### config.mk
export PLATFORM = sky130hd
export DESIGN_NAME = midi_voice_slot_allocator
export DESIGN_NICKNAME = d
export VERILOG_FILES = /design/src/rtl/core/mvsa_pkg.sv /design/src/rtl/core/mvsa_slot_table.sv /design/src/rtl/core/midi_voice_slot_allocator.sv
export SDC_FILE = /design/constraint.sdc
export NUM_CORES = 1
export LEC_CHECK = 0
export BUFFER_PORTS_ARGS = -buffer_cell sky130_fd_sc_hd__buf_2
export CAP_MARGIN = 20
export CORE_MARGIN = 4
export CORE_UTILIZATION = 44
export DETAILED_ROUTE_END_ITERATION = 16
export SYNTH_ARGS = -nofsm -noshare
export SYNTH_HDL_FRONTEND = slang
export SYNTH_SLANG_ARGS = --single-unit
### constraint.sdc
create_clock -name clk -period 5.8 [get_ports clk]
set_input_delay 1.16 -clock clk [delete_from_list [all_inputs] [get_ports clk]]
set_output_delay 1.16 -clock clk [all_outputs]
set_load 0.01 [all_outputs]
### src/rtl/core/mvsa_pkg.sv
// ----------------------------------------------------------------------------
// mvsa_pkg
// Shared types and constants for the MIDI voice slot allocator: slot table
// entry layout, command and error codes, message kinds and sequencer states.
// ----------------------------------------------------------------------------
package mvsa_pkg;

  localparam int SLOT_COUNT  = 32;
  localparam int SLOT_W      = $clog2(SLOT_COUNT);
  localparam int MAX_RESULTS = 32;
  localparam int CNT_W       = $clog2(MAX_RESULTS + 1);

  // command codes
  localparam logic [2:0] CMD_NOTE_ON    = 3'd0;
  localparam logic [2:0] CMD_NOTE_OFF   = 3'd1;
  localparam logic [2:0] CMD_KEY_PRESS  = 3'd2;
  localparam logic [2:0] CMD_CHAN_PRESS = 3'd3;
  localparam logic [2:0] CMD_BEND       = 3'd4;
  localparam logic [2:0] CMD_RETURN     = 3'd5;

  // error codes
  localparam logic [1:0] ERR_NONE     = 2'd0;
  localparam logic [1:0] ERR_FULL     = 2'd1;
  localparam logic [1:0] ERR_NO_MATCH = 2'd2;

  // message kinds, high nibble of the status byte
  localparam logic [3:0] KIND_NOTE_ON  = 4'h9;
  localparam logic [3:0] KIND_NOTE_OFF = 4'h8;
  localparam logic [3:0] KIND_PRESS    = 4'hA;
  localparam logic [3:0] KIND_BEND     = 4'hE;

  localparam logic [3:0]  DRUM_CHANNEL = 4'd9;
  localparam logic [13:0] BEND_OFFSET  = 14'h2000;

  typedef struct packed {
    logic       used;
    logic       sounding;
    logic [3:0] chan;
    logic [6:0] note;
  } slot_entry_t;

  typedef struct packed {
    logic [7:0] status_byte;
    logic [4:0] slot;
    logic [6:0] data_one;
    logic [7:0] data_two;
    logic [1:0] error_code;
    logic       last;
  } result_t;

  typedef enum logic [1:0] {
    S_IDLE,
    S_READ,
    S_EVAL,
    S_FINISH
  } state_t;

endpackage

### src/rtl/core/mvsa_slot_table.sv
// ----------------------------------------------------------------------------
// mvsa_slot_table
// Voice slot table: synchronous memory with one read and one write port, registered read and
// per-entry valid bits, so an entry never written since reset reads as free.
// ----------------------------------------------------------------------------
module mvsa_slot_table (
  input  logic                        clk,
  input  logic                        rst,
  input  logic                        rd_en,
  input  logic [mvsa_pkg::SLOT_W-1:0] rd_addr,
  output mvsa_pkg::slot_entry_t       rd_data,
  input  logic                        wr_en,
  input  logic [mvsa_pkg::SLOT_W-1:0] wr_addr,
  input  mvsa_pkg::slot_entry_t       wr_data
);

  mvsa_pkg::slot_entry_t               mem [mvsa_pkg::SLOT_COUNT];
  logic [mvsa_pkg::SLOT_COUNT-1:0]     valid;
  mvsa_pkg::slot_entry_t               mem_q;
  logic                                vld_q;

  // payload array, no reset
  always_ff @(posedge clk) begin
    if (wr_en) begin
      mem[wr_addr] <= wr_data;
    end
    if (rd_en) begin
      mem_q <= mem[rd_addr];
    end
  end

  // valid bits clear at once on reset
  always_ff @(posedge clk) begin
    if (rst) begin
      valid <= '0;
      vld_q <= 1'b0;
    end else begin
      if (wr_en) begin
        valid[wr_addr] <= 1'b1;
      end
      if (rd_en) begin
        vld_q <= valid[rd_addr];
      end
    end
  end

  assign rd_data = vld_q ? mem_q : '0;

endmodule

### src/rtl/core/midi_voice_slot_allocator.sv
// ----------------------------------------------------------------------------
// midi_voice_slot_allocator
// Maps MIDI events onto synthesizer voice slots and sends 4-byte messages
// addressed by slot (status, slot, data one, data two).
// ----------------------------------------------------------------------------
// One item is worked on at a time. Note on, note off, key pressure and
// channel pressure scan the whole slot table through its single read port,
// with a read step and an evaluate step per slot, then a finish step that
// writes back and sends the result. Voice return reads only the reported
// slot; pitch bend and unknown commands go straight to the finish step.
// The finish step, and a channel pressure match while an item is held
// back, wait as long as the consumer still holds a result.
// Results come from an output register, so the consumer may stall freely.
// After reset the table reads as all free at once: per-slot valid bits are
// cleared, there is no clearing pass. in_ready stays low while rst is high.
// Channel pressure sends one item per slot on the channel, in slot order;
// last marks the final item of each input item. Errors (table full, note off
// without a sounding match) come as a single item with zero message bytes.
// ----------------------------------------------------------------------------
module midi_voice_slot_allocator (
  input  logic               clk,
  input  logic               rst,
  // input channel
  input  logic               in_valid,
  output logic               in_ready,
  input  logic [2:0]         command,
  input  logic [3:0]         channel,
  input  logic [6:0]         note,
  input  logic signed [13:0] amount,
  input  logic [4:0]         returned_slot,
  input  logic [7:0]         drum_sample,
  // result channel
  output logic               out_valid,
  input  logic               out_ready,
  output logic [7:0]         status_byte,
  output logic [4:0]         slot,
  output logic [6:0]         data_one,
  output logic [7:0]         data_two,
  output logic [1:0]         error_code,
  output logic               last
);

  localparam logic [mvsa_pkg::SLOT_W-1:0] LAST_IDX =
    mvsa_pkg::SLOT_W'(mvsa_pkg::SLOT_COUNT - 1);

  mvsa_pkg::state_t state, state_next;

  // latched item
  logic [2:0]  cmd_q;
  logic [3:0]  chan_q;
  logic [6:0]  note_q;
  logic [13:0] amt_q;
  logic [4:0]  ret_q;
  logic [7:0]  drum_q;

  // scan position and first-hit candidates
  logic [mvsa_pkg::SLOT_W-1:0] idx;
  logic                        rel_hit, free_hit, snd_hit, key_hit;
  logic [mvsa_pkg::SLOT_W-1:0] rel_idx, free_idx, snd_idx, key_idx;
  mvsa_pkg::slot_entry_t       ret_ent;

  // channel pressure: one item held back so the final one can carry last
  logic                        pend_valid;
  logic [mvsa_pkg::SLOT_W-1:0] pend_slot;
  logic [6:0]                  pend_note;
  logic [mvsa_pkg::CNT_W-1:0]  res_cnt;

  // table port
  logic                        rd_en, wr_en;
  logic [mvsa_pkg::SLOT_W-1:0] wr_addr;
  mvsa_pkg::slot_entry_t       rd_data, wr_data;

  // result register load
  logic                        emit;
  mvsa_pkg::result_t           emit_res;

  logic accept, out_free;
  logic chan_match, note_match, cp_take, cp_stall;
  logic pick_hit, drum_missing, is_drum;
  logic [mvsa_pkg::SLOT_W-1:0] pick_idx;
  logic [13:0] bend_val;

  mvsa_slot_table u_table (
    .clk     (clk),
    .rst     (rst),
    .rd_en   (rd_en),
    .rd_addr (idx),
    .rd_data (rd_data),
    .wr_en   (wr_en),
    .wr_addr (wr_addr),
    .wr_data (wr_data)
  );

  assign in_ready = (state == mvsa_pkg::S_IDLE) && !rst;
  assign accept   = in_valid && in_ready;
  assign out_free = !out_valid || out_ready;

  // entry under evaluation against the latched event
  assign chan_match = rd_data.used && (rd_data.chan == chan_q);
  assign note_match = chan_match && (rd_data.note == note_q);
  assign cp_take    = (cmd_q == mvsa_pkg::CMD_CHAN_PRESS) && chan_match &&
                      (res_cnt < mvsa_pkg::CNT_W'(mvsa_pkg::MAX_RESULTS));
  // a new match needs the held item pushed out first
  assign cp_stall   = cp_take && pend_valid && !out_free;

  assign pick_hit     = rel_hit || free_hit;
  assign pick_idx     = rel_hit ? rel_idx : free_idx;
  assign is_drum      = (chan_q == mvsa_pkg::DRUM_CHANNEL);
  assign drum_missing = is_drum && drum_q[7];
  // 14-bit two's complement plus offset: flip the sign bit
  assign bend_val     = amt_q ^ mvsa_pkg::BEND_OFFSET;

  always_ff @(posedge clk) begin
    if (rst) begin
      state <= mvsa_pkg::S_IDLE;
    end else begin
      state <= state_next;
    end
  end

  // sequencer: next state, table access and result load
  always_comb begin
    state_next = state;
    rd_en      = 1'b0;
    wr_en      = 1'b0;
    wr_addr    = idx;
    wr_data    = '0;
    emit       = 1'b0;
    emit_res   = '0;
    case (state)
      mvsa_pkg::S_IDLE: begin
        if (in_valid) begin
          case (command)
            mvsa_pkg::CMD_NOTE_ON, mvsa_pkg::CMD_NOTE_OFF,
            mvsa_pkg::CMD_KEY_PRESS, mvsa_pkg::CMD_CHAN_PRESS,
            mvsa_pkg::CMD_RETURN: state_next = mvsa_pkg::S_READ;
            default:              state_next = mvsa_pkg::S_FINISH;
          endcase
        end
      end
      mvsa_pkg::S_READ: begin
        rd_en      = 1'b1;
        state_next = mvsa_pkg::S_EVAL;
      end
      mvsa_pkg::S_EVAL: begin
        if (cmd_q == mvsa_pkg::CMD_RETURN) begin
          state_next = mvsa_pkg::S_FINISH;
        end else if (!cp_stall) begin
          if (cp_take && pend_valid) begin
            emit                 = 1'b1;
            emit_res.status_byte = {mvsa_pkg::KIND_PRESS, chan_q};
            emit_res.slot        = 5'(pend_slot);
            emit_res.data_one    = pend_note;
            emit_res.data_two    = amt_q[7:0];
            emit_res.error_code  = mvsa_pkg::ERR_NONE;
            emit_res.last        = 1'b0;
          end
          state_next = (idx == LAST_IDX) ? mvsa_pkg::S_FINISH : mvsa_pkg::S_READ;
        end
      end
      mvsa_pkg::S_FINISH: begin
        if (out_free) begin
          state_next = mvsa_pkg::S_IDLE;
          case (cmd_q)
            mvsa_pkg::CMD_NOTE_ON: begin
              emit          = 1'b1;
              emit_res.last = 1'b1;
              if (!pick_hit) begin
                emit_res.error_code = mvsa_pkg::ERR_FULL;
              end else begin
                wr_en            = 1'b1;
                wr_addr          = pick_idx;
                wr_data.used     = 1'b1;
                wr_data.sounding = !drum_missing;
                wr_data.chan     = chan_q;
                wr_data.note     = note_q;
                // drum note without a sample: slot claimed, nothing sent
                emit                 = !drum_missing;
                emit_res.status_byte = {mvsa_pkg::KIND_NOTE_ON, chan_q};
                emit_res.slot        = 5'(pick_idx);
                emit_res.data_one    = is_drum ? drum_q[6:0] : note_q;
                emit_res.data_two    = {1'b0, amt_q[6:0]};
              end
            end
            mvsa_pkg::CMD_NOTE_OFF: begin
              emit          = 1'b1;
              emit_res.last = 1'b1;
              if (!snd_hit) begin
                emit_res.error_code = mvsa_pkg::ERR_NO_MATCH;
              end else begin
                wr_en                = 1'b1;
                wr_addr              = snd_idx;
                wr_data.used         = 1'b1;
                wr_data.sounding     = 1'b0;
                wr_data.chan         = chan_q;
                wr_data.note         = note_q;
                emit_res.status_byte = {mvsa_pkg::KIND_NOTE_OFF, chan_q};
                emit_res.slot        = 5'(snd_idx);
                emit_res.data_one    = note_q;
                emit_res.data_two    = {1'b0, amt_q[6:0]};
              end
            end
            mvsa_pkg::CMD_KEY_PRESS: begin
              emit                 = key_hit;
              emit_res.status_byte = {mvsa_pkg::KIND_PRESS, chan_q};
              emit_res.slot        = 5'(key_idx);
              emit_res.data_one    = note_q;
              emit_res.data_two    = {1'b0, amt_q[6:0]};
              emit_res.last        = 1'b1;
            end
            mvsa_pkg::CMD_CHAN_PRESS: begin
              emit                 = pend_valid;
              emit_res.status_byte = {mvsa_pkg::KIND_PRESS, chan_q};
              emit_res.slot        = 5'(pend_slot);
              emit_res.data_one    = pend_note;
              emit_res.data_two    = amt_q[7:0];
              emit_res.last        = 1'b1;
            end
            mvsa_pkg::CMD_BEND: begin
              emit                 = !is_drum;
              emit_res.status_byte = {mvsa_pkg::KIND_BEND, chan_q};
              emit_res.data_one    = {1'b0, bend_val[13:8]};
              emit_res.data_two    = bend_val[7:0];
              emit_res.last        = 1'b1;
            end
            mvsa_pkg::CMD_RETURN: begin
              // only a released slot inside the table goes back to free
              wr_en = (32'(ret_q) < mvsa_pkg::SLOT_COUNT) &&
                      ret_ent.used && !ret_ent.sounding;
            end
            default: ;
          endcase
        end
      end
      default: state_next = mvsa_pkg::S_IDLE;
    endcase
  end

  // item latch and scan bookkeeping
  always_ff @(posedge clk) begin
    if (rst) begin
      pend_valid <= 1'b0;
      rel_hit    <= 1'b0;
      free_hit   <= 1'b0;
      snd_hit    <= 1'b0;
      key_hit    <= 1'b0;
      res_cnt    <= '0;
    end else if (accept) begin
      cmd_q      <= command;
      chan_q     <= channel;
      note_q     <= note;
      amt_q      <= amount;
      ret_q      <= returned_slot;
      drum_q     <= drum_sample;
      idx        <= (command == mvsa_pkg::CMD_RETURN) ?
                    mvsa_pkg::SLOT_W'(returned_slot) : '0;
      pend_valid <= 1'b0;
      rel_hit    <= 1'b0;
      free_hit   <= 1'b0;
      snd_hit    <= 1'b0;
      key_hit    <= 1'b0;
      res_cnt    <= '0;
    end else if (state == mvsa_pkg::S_EVAL) begin
      if (cmd_q == mvsa_pkg::CMD_RETURN) begin
        ret_ent <= rd_data;
      end else if (!cp_stall) begin
        if (!rel_hit && note_match && !rd_data.sounding) begin
          rel_hit <= 1'b1;
          rel_idx <= idx;
        end
        if (!free_hit && !rd_data.used) begin
          free_hit <= 1'b1;
          free_idx <= idx;
        end
        if (!snd_hit && note_match && rd_data.sounding) begin
          snd_hit <= 1'b1;
          snd_idx <= idx;
        end
        if (!key_hit && note_match) begin
          key_hit <= 1'b1;
          key_idx <= idx;
        end
        if (cp_take) begin
          pend_valid <= 1'b1;
          pend_slot  <= idx;
          pend_note  <= rd_data.note;
          res_cnt    <= res_cnt + 1'b1;
        end
        if (idx != LAST_IDX) begin
          idx <= idx + 1'b1;
        end
      end
    end
  end

  // output register
  always_ff @(posedge clk) begin
    if (rst) begin
      out_valid <= 1'b0;
    end else if (emit) begin
      out_valid <= 1'b1;
    end else if (out_ready) begin
      out_valid <= 1'b0;
    end
  end

  always_ff @(posedge clk) begin
    if (emit) begin
      status_byte <= emit_res.status_byte;
      slot        <= emit_res.slot;
      data_one    <= emit_res.data_one;
      data_two    <= emit_res.data_two;
      error_code  <= emit_res.error_code;
      last        <= emit_res.last;
    end
  end

endmodule

==> flow_metrics.py <==
metrics = {
    "synth": {
        "yosysWarnings": 0,
        "synth_top_area_share_pct": 69.8,
        "ys_seq_area_share_pct": 73.9,
        "async_reset_ff_share_pct": 0,
        "syn_area_per_cell_um2": 19.3,
        "synth_cell_types": 65,
        "synth_edf_count": 535,
        "yosys-top-cells-area": "edfxtp_1 70%, mux4_2 14%, dfxtp_1 4.1%",
        "synth.net_count": 1243,
        "synth_ff_type": "edfxtp_1",
        "ys_ff_latch": 582,
        "synthCells": 1195,
        "synth_top_area_cell": "edfxtp_1",
        "syn-cell-area_um2": 23000,
    },
    "layout": {
        "diodes": 0,
        "syn_to_final_growth_pct": 14.7,
        "fin_nets": 1376,
        "drive_above_1_share_pct": 29.1,
    },
    "grt": {
        "grt_pass1_vias": 11900,
        "grt_use_total_pct": 18.4,
        "antenna_found_initial": 3,
        "grt_pass1_wl_mm": 77.2,
        "grt_max_degree": 119,
        "grt_remaining_overflow": 0,
    },
    "power": {
        "total_power_mw": 8.55,
        "powerDensity_nw_per_um2": 324,
        "ir_drop_mv": 0.247,
        "p_leak_nw": 9.70,
    },
    "die": {
        "die-area_um2": 56000,
        "core_um2": 51500,
        "row_count": 83,
        "design.portCount": 78,
        "die_h_um": 237,
        "die_x_um": 237,
        "initial_core_util_pct": 44.7,
    },
    "timing": {
        "period_minus_slack_ns": 3.68,
        "fmax_mhz": 272,
        "finClkSkew_ns": 0.0167,
        "rsz0062_at_grt": "no",
        "drv_slew": 0,
        "setup_viol_count_final": 0,
        "fin_crit_sh_pct": 63.5,
        "hold_viol_final": 0,
        "worstMarginPinSlew_ns": 1.13,
        "slew_headroom_pct": 24.3,
        "setup_tns_ns": 0,
    },
    "drt": {
        "wire_per_inst_um": 25.2,
        "dr_total_vias": 11600,
        "ant_nets": 0,
        "drt_wl_total_mm": 51.7,
        "drtIter0Drc": 1072,
        "viasPerCell": 5.64,
        "first_pass_iters": 5,
        "drc_errors": 0,
    },
    "outcome": {
        "status": "finished clean",
    },
    "clock_network": {
        "postCtsSetupRepairBufs": 0,
        "cts.sinks": 582,
        "ctsResizeCount": 0,
        "hold_buffers": 0,
        "clockBufferDepth": 3,
        "cts_tree": "yes",
        "root_buffer": "clkbuf_16",
        "htree_levels": 2,
        "numCtsBuffers": 58,
        "clkLatencyLatePin_ns": 0.61,
        "clk_pin_slew_ns": 0.06,
    },
    "worst_hold_path": {
        "hp-class": "reg -> reg",
    },
    "place": {
        "place_congestion": 0.846,
        "dp.final_hpwl_mm": 31.5,
        "portBuffers": 77,
    },
    "worst_setup_path": {
        "cp_data_required_time_ns": 6.12,
        "critical_path.max_fanout": 17,
        "cp-end-kind": "register",
        "cp.arrival_ns": 4.00,
        "start_kind": "register",
        "worstSetupPathType": "reg -> reg",
    },
    "job": {
        "cap_violations": 0,
    },
}
==> report_power, final <==
group	internal (mW)	leakage (nW)	switching (mW)	total, mW
logic	0.130	2.45	0.205	0.335
clock network	2.06	0.897	1.56	3.62
registers	4.56	6.35	0.0332	4.59
total	6.75	9.70	1.80	8.55
==> critical path, stage by stage (launching register included) <==
cell      delay (ns)
edfxtp_1        0.66
nor3_2          0.38
nand2_1         0.24
o21ai_0         0.43
o211ai_1        0.37
nor2_1          0.26
nand2_1         0.14
nor2_1          0.62
buf_4           0.29
==> metrics by stage <==
| step | hold WS (ns) | util (%) | cells | setup WS [ns] | instance area, um2 |
|---|---|---|---|---|---|
| after CTS | 0.468 | 50.9 | 2048 | 2.12 | 26200 |
| final | 0.464 | 51.2 | 2055 | 2.12 | 26400 |
| after global placement | 0.441 | 47.2 | 1940 | 1.66 | 24300 |
| after global routing | 0.490 | 51.2 | 2055 | 1.91 | 26400 |
| after floorplan | 0.431 | - | 1195 | 2.16 | 23000 |
| after detailed placement | 0.453 | 47.3 | 1941 | 1.48 | 24400 |
==> sequential cells by signal, indices dropped and copies added (netlist names), 8 cells and up <==
name / cells
u_table.mem_q: 13
drum_q: 8
u_table.mem: 416
data_two: 8
amt_q: 14
u_table.valid: 32
status_byte: 8
==> synthesized netlist by cell type (4+ instances only) <==
| cell | instances |
|---|---|
| buf_1 | 9 |
| and2_1 | 23 |
| a211oi_1 | 6 |
| dfxtp_1 | 47 |
| and3_1 | 4 |
| mux2_2 | 16 |
| a222oi_1 | 6 |
| o2bb2ai_1 | 8 |
| nor2_1 | 92 |
| nand3b_1 | 7 |
| clkbuf_1 | 31 |
| or3_1 | 5 |
| clkbuf_8 | 4 |
| o21a_1 | 4 |
| o21ai_0 | 19 |
| inv_1 | 11 |
| nor3_2 | 8 |
| or3_4 | 5 |
| buf_2 | 9 |
| mux4_2 | 139 |
| a22oi_1 | 9 |
| xnor2_1 | 6 |
| edfxtp_1 | 535 |
| a21oi_1 | 54 |
| nand3_1 | 12 |
| nand2b_1 | 5 |
| mux2i_1 | 4 |
| nor3_1 | 14 |
| nor2b_1 | 19 |
| nor4_1 | 4 |
| nand2_1 | 28 |
| a21o_1 | 5 |
==> path summary, 6_finish.rpt <==
check,startpoint,end,slack (ns),cells past startpoint
setup / recovery,cmd_q[2],u_table.mem[27][1],2.12,8
hold / removal,u_table.valid[27],u_table.valid[27],0.46,2
setup reg to reg,cmd_q[2],u_table.mem[27][1],2.12,8
hold reg to reg,u_table.valid[27],u_table.valid[27],0.46,2
==> cells by family (layout without fill, tap and decap cells) <==
family / Yosys count / after routing / share of synthesized area (%)
xor gates and xnor gates: 9 / 9 / 0.343
DFF: 582 / 582 / 73.9
AOI/OAI and AO/OA: 133 / 133 / 3.99
buffers and inverters: 69 / 249 / 1.47
muxes: 159 / 159 / 14.6
adders and majority gates: 3 / 3 / 0.163
and+or+nand+nor: 240 / 240 / 5.54
==> layout make-up <==
type                       instances  area [um2]
fill                            4123       25100
sequential                       582       17000
multi-input combinational        544        5670
clock buffer                      72        1580
timing repair buffer             131         966
tap                              680         851
clock inverter                    35         274
inverter                          11        41.3
==> cells in the final DEF, fill, tap and decap left out, drive strengths merged, types with 12 or more instances in the layout <==
| cell type | instances |
|---|---|
| mux2 | 16 |
| o21ai | 20 |
| nor2 | 93 |
| nand3 | 12 |
| clkinv | 24 |
| mux4 | 139 |
| a21oi | 54 |
| nor2b | 19 |
| edfxtp | 535 |
| clkbuf | 76 |
| nor3 | 22 |
| inv | 13 |
| dfxtp | 47 |
| and2 | 23 |
| buf | 127 |
| nand2 | 28 |
==> metal layers <==
layer  track usage [%]  wire, um  vias up  share of wire (%)
met5                 0         0        -                  0
met4              5.24      1150        0                2.2
met3              3.28      3130       71                6.0
met2              30.4     25700      371                 50
met1              25.3     21700     6024                 42
li1                  -         -     5119                  -
No activity file was read; power rests on OpenSTA's default activity.
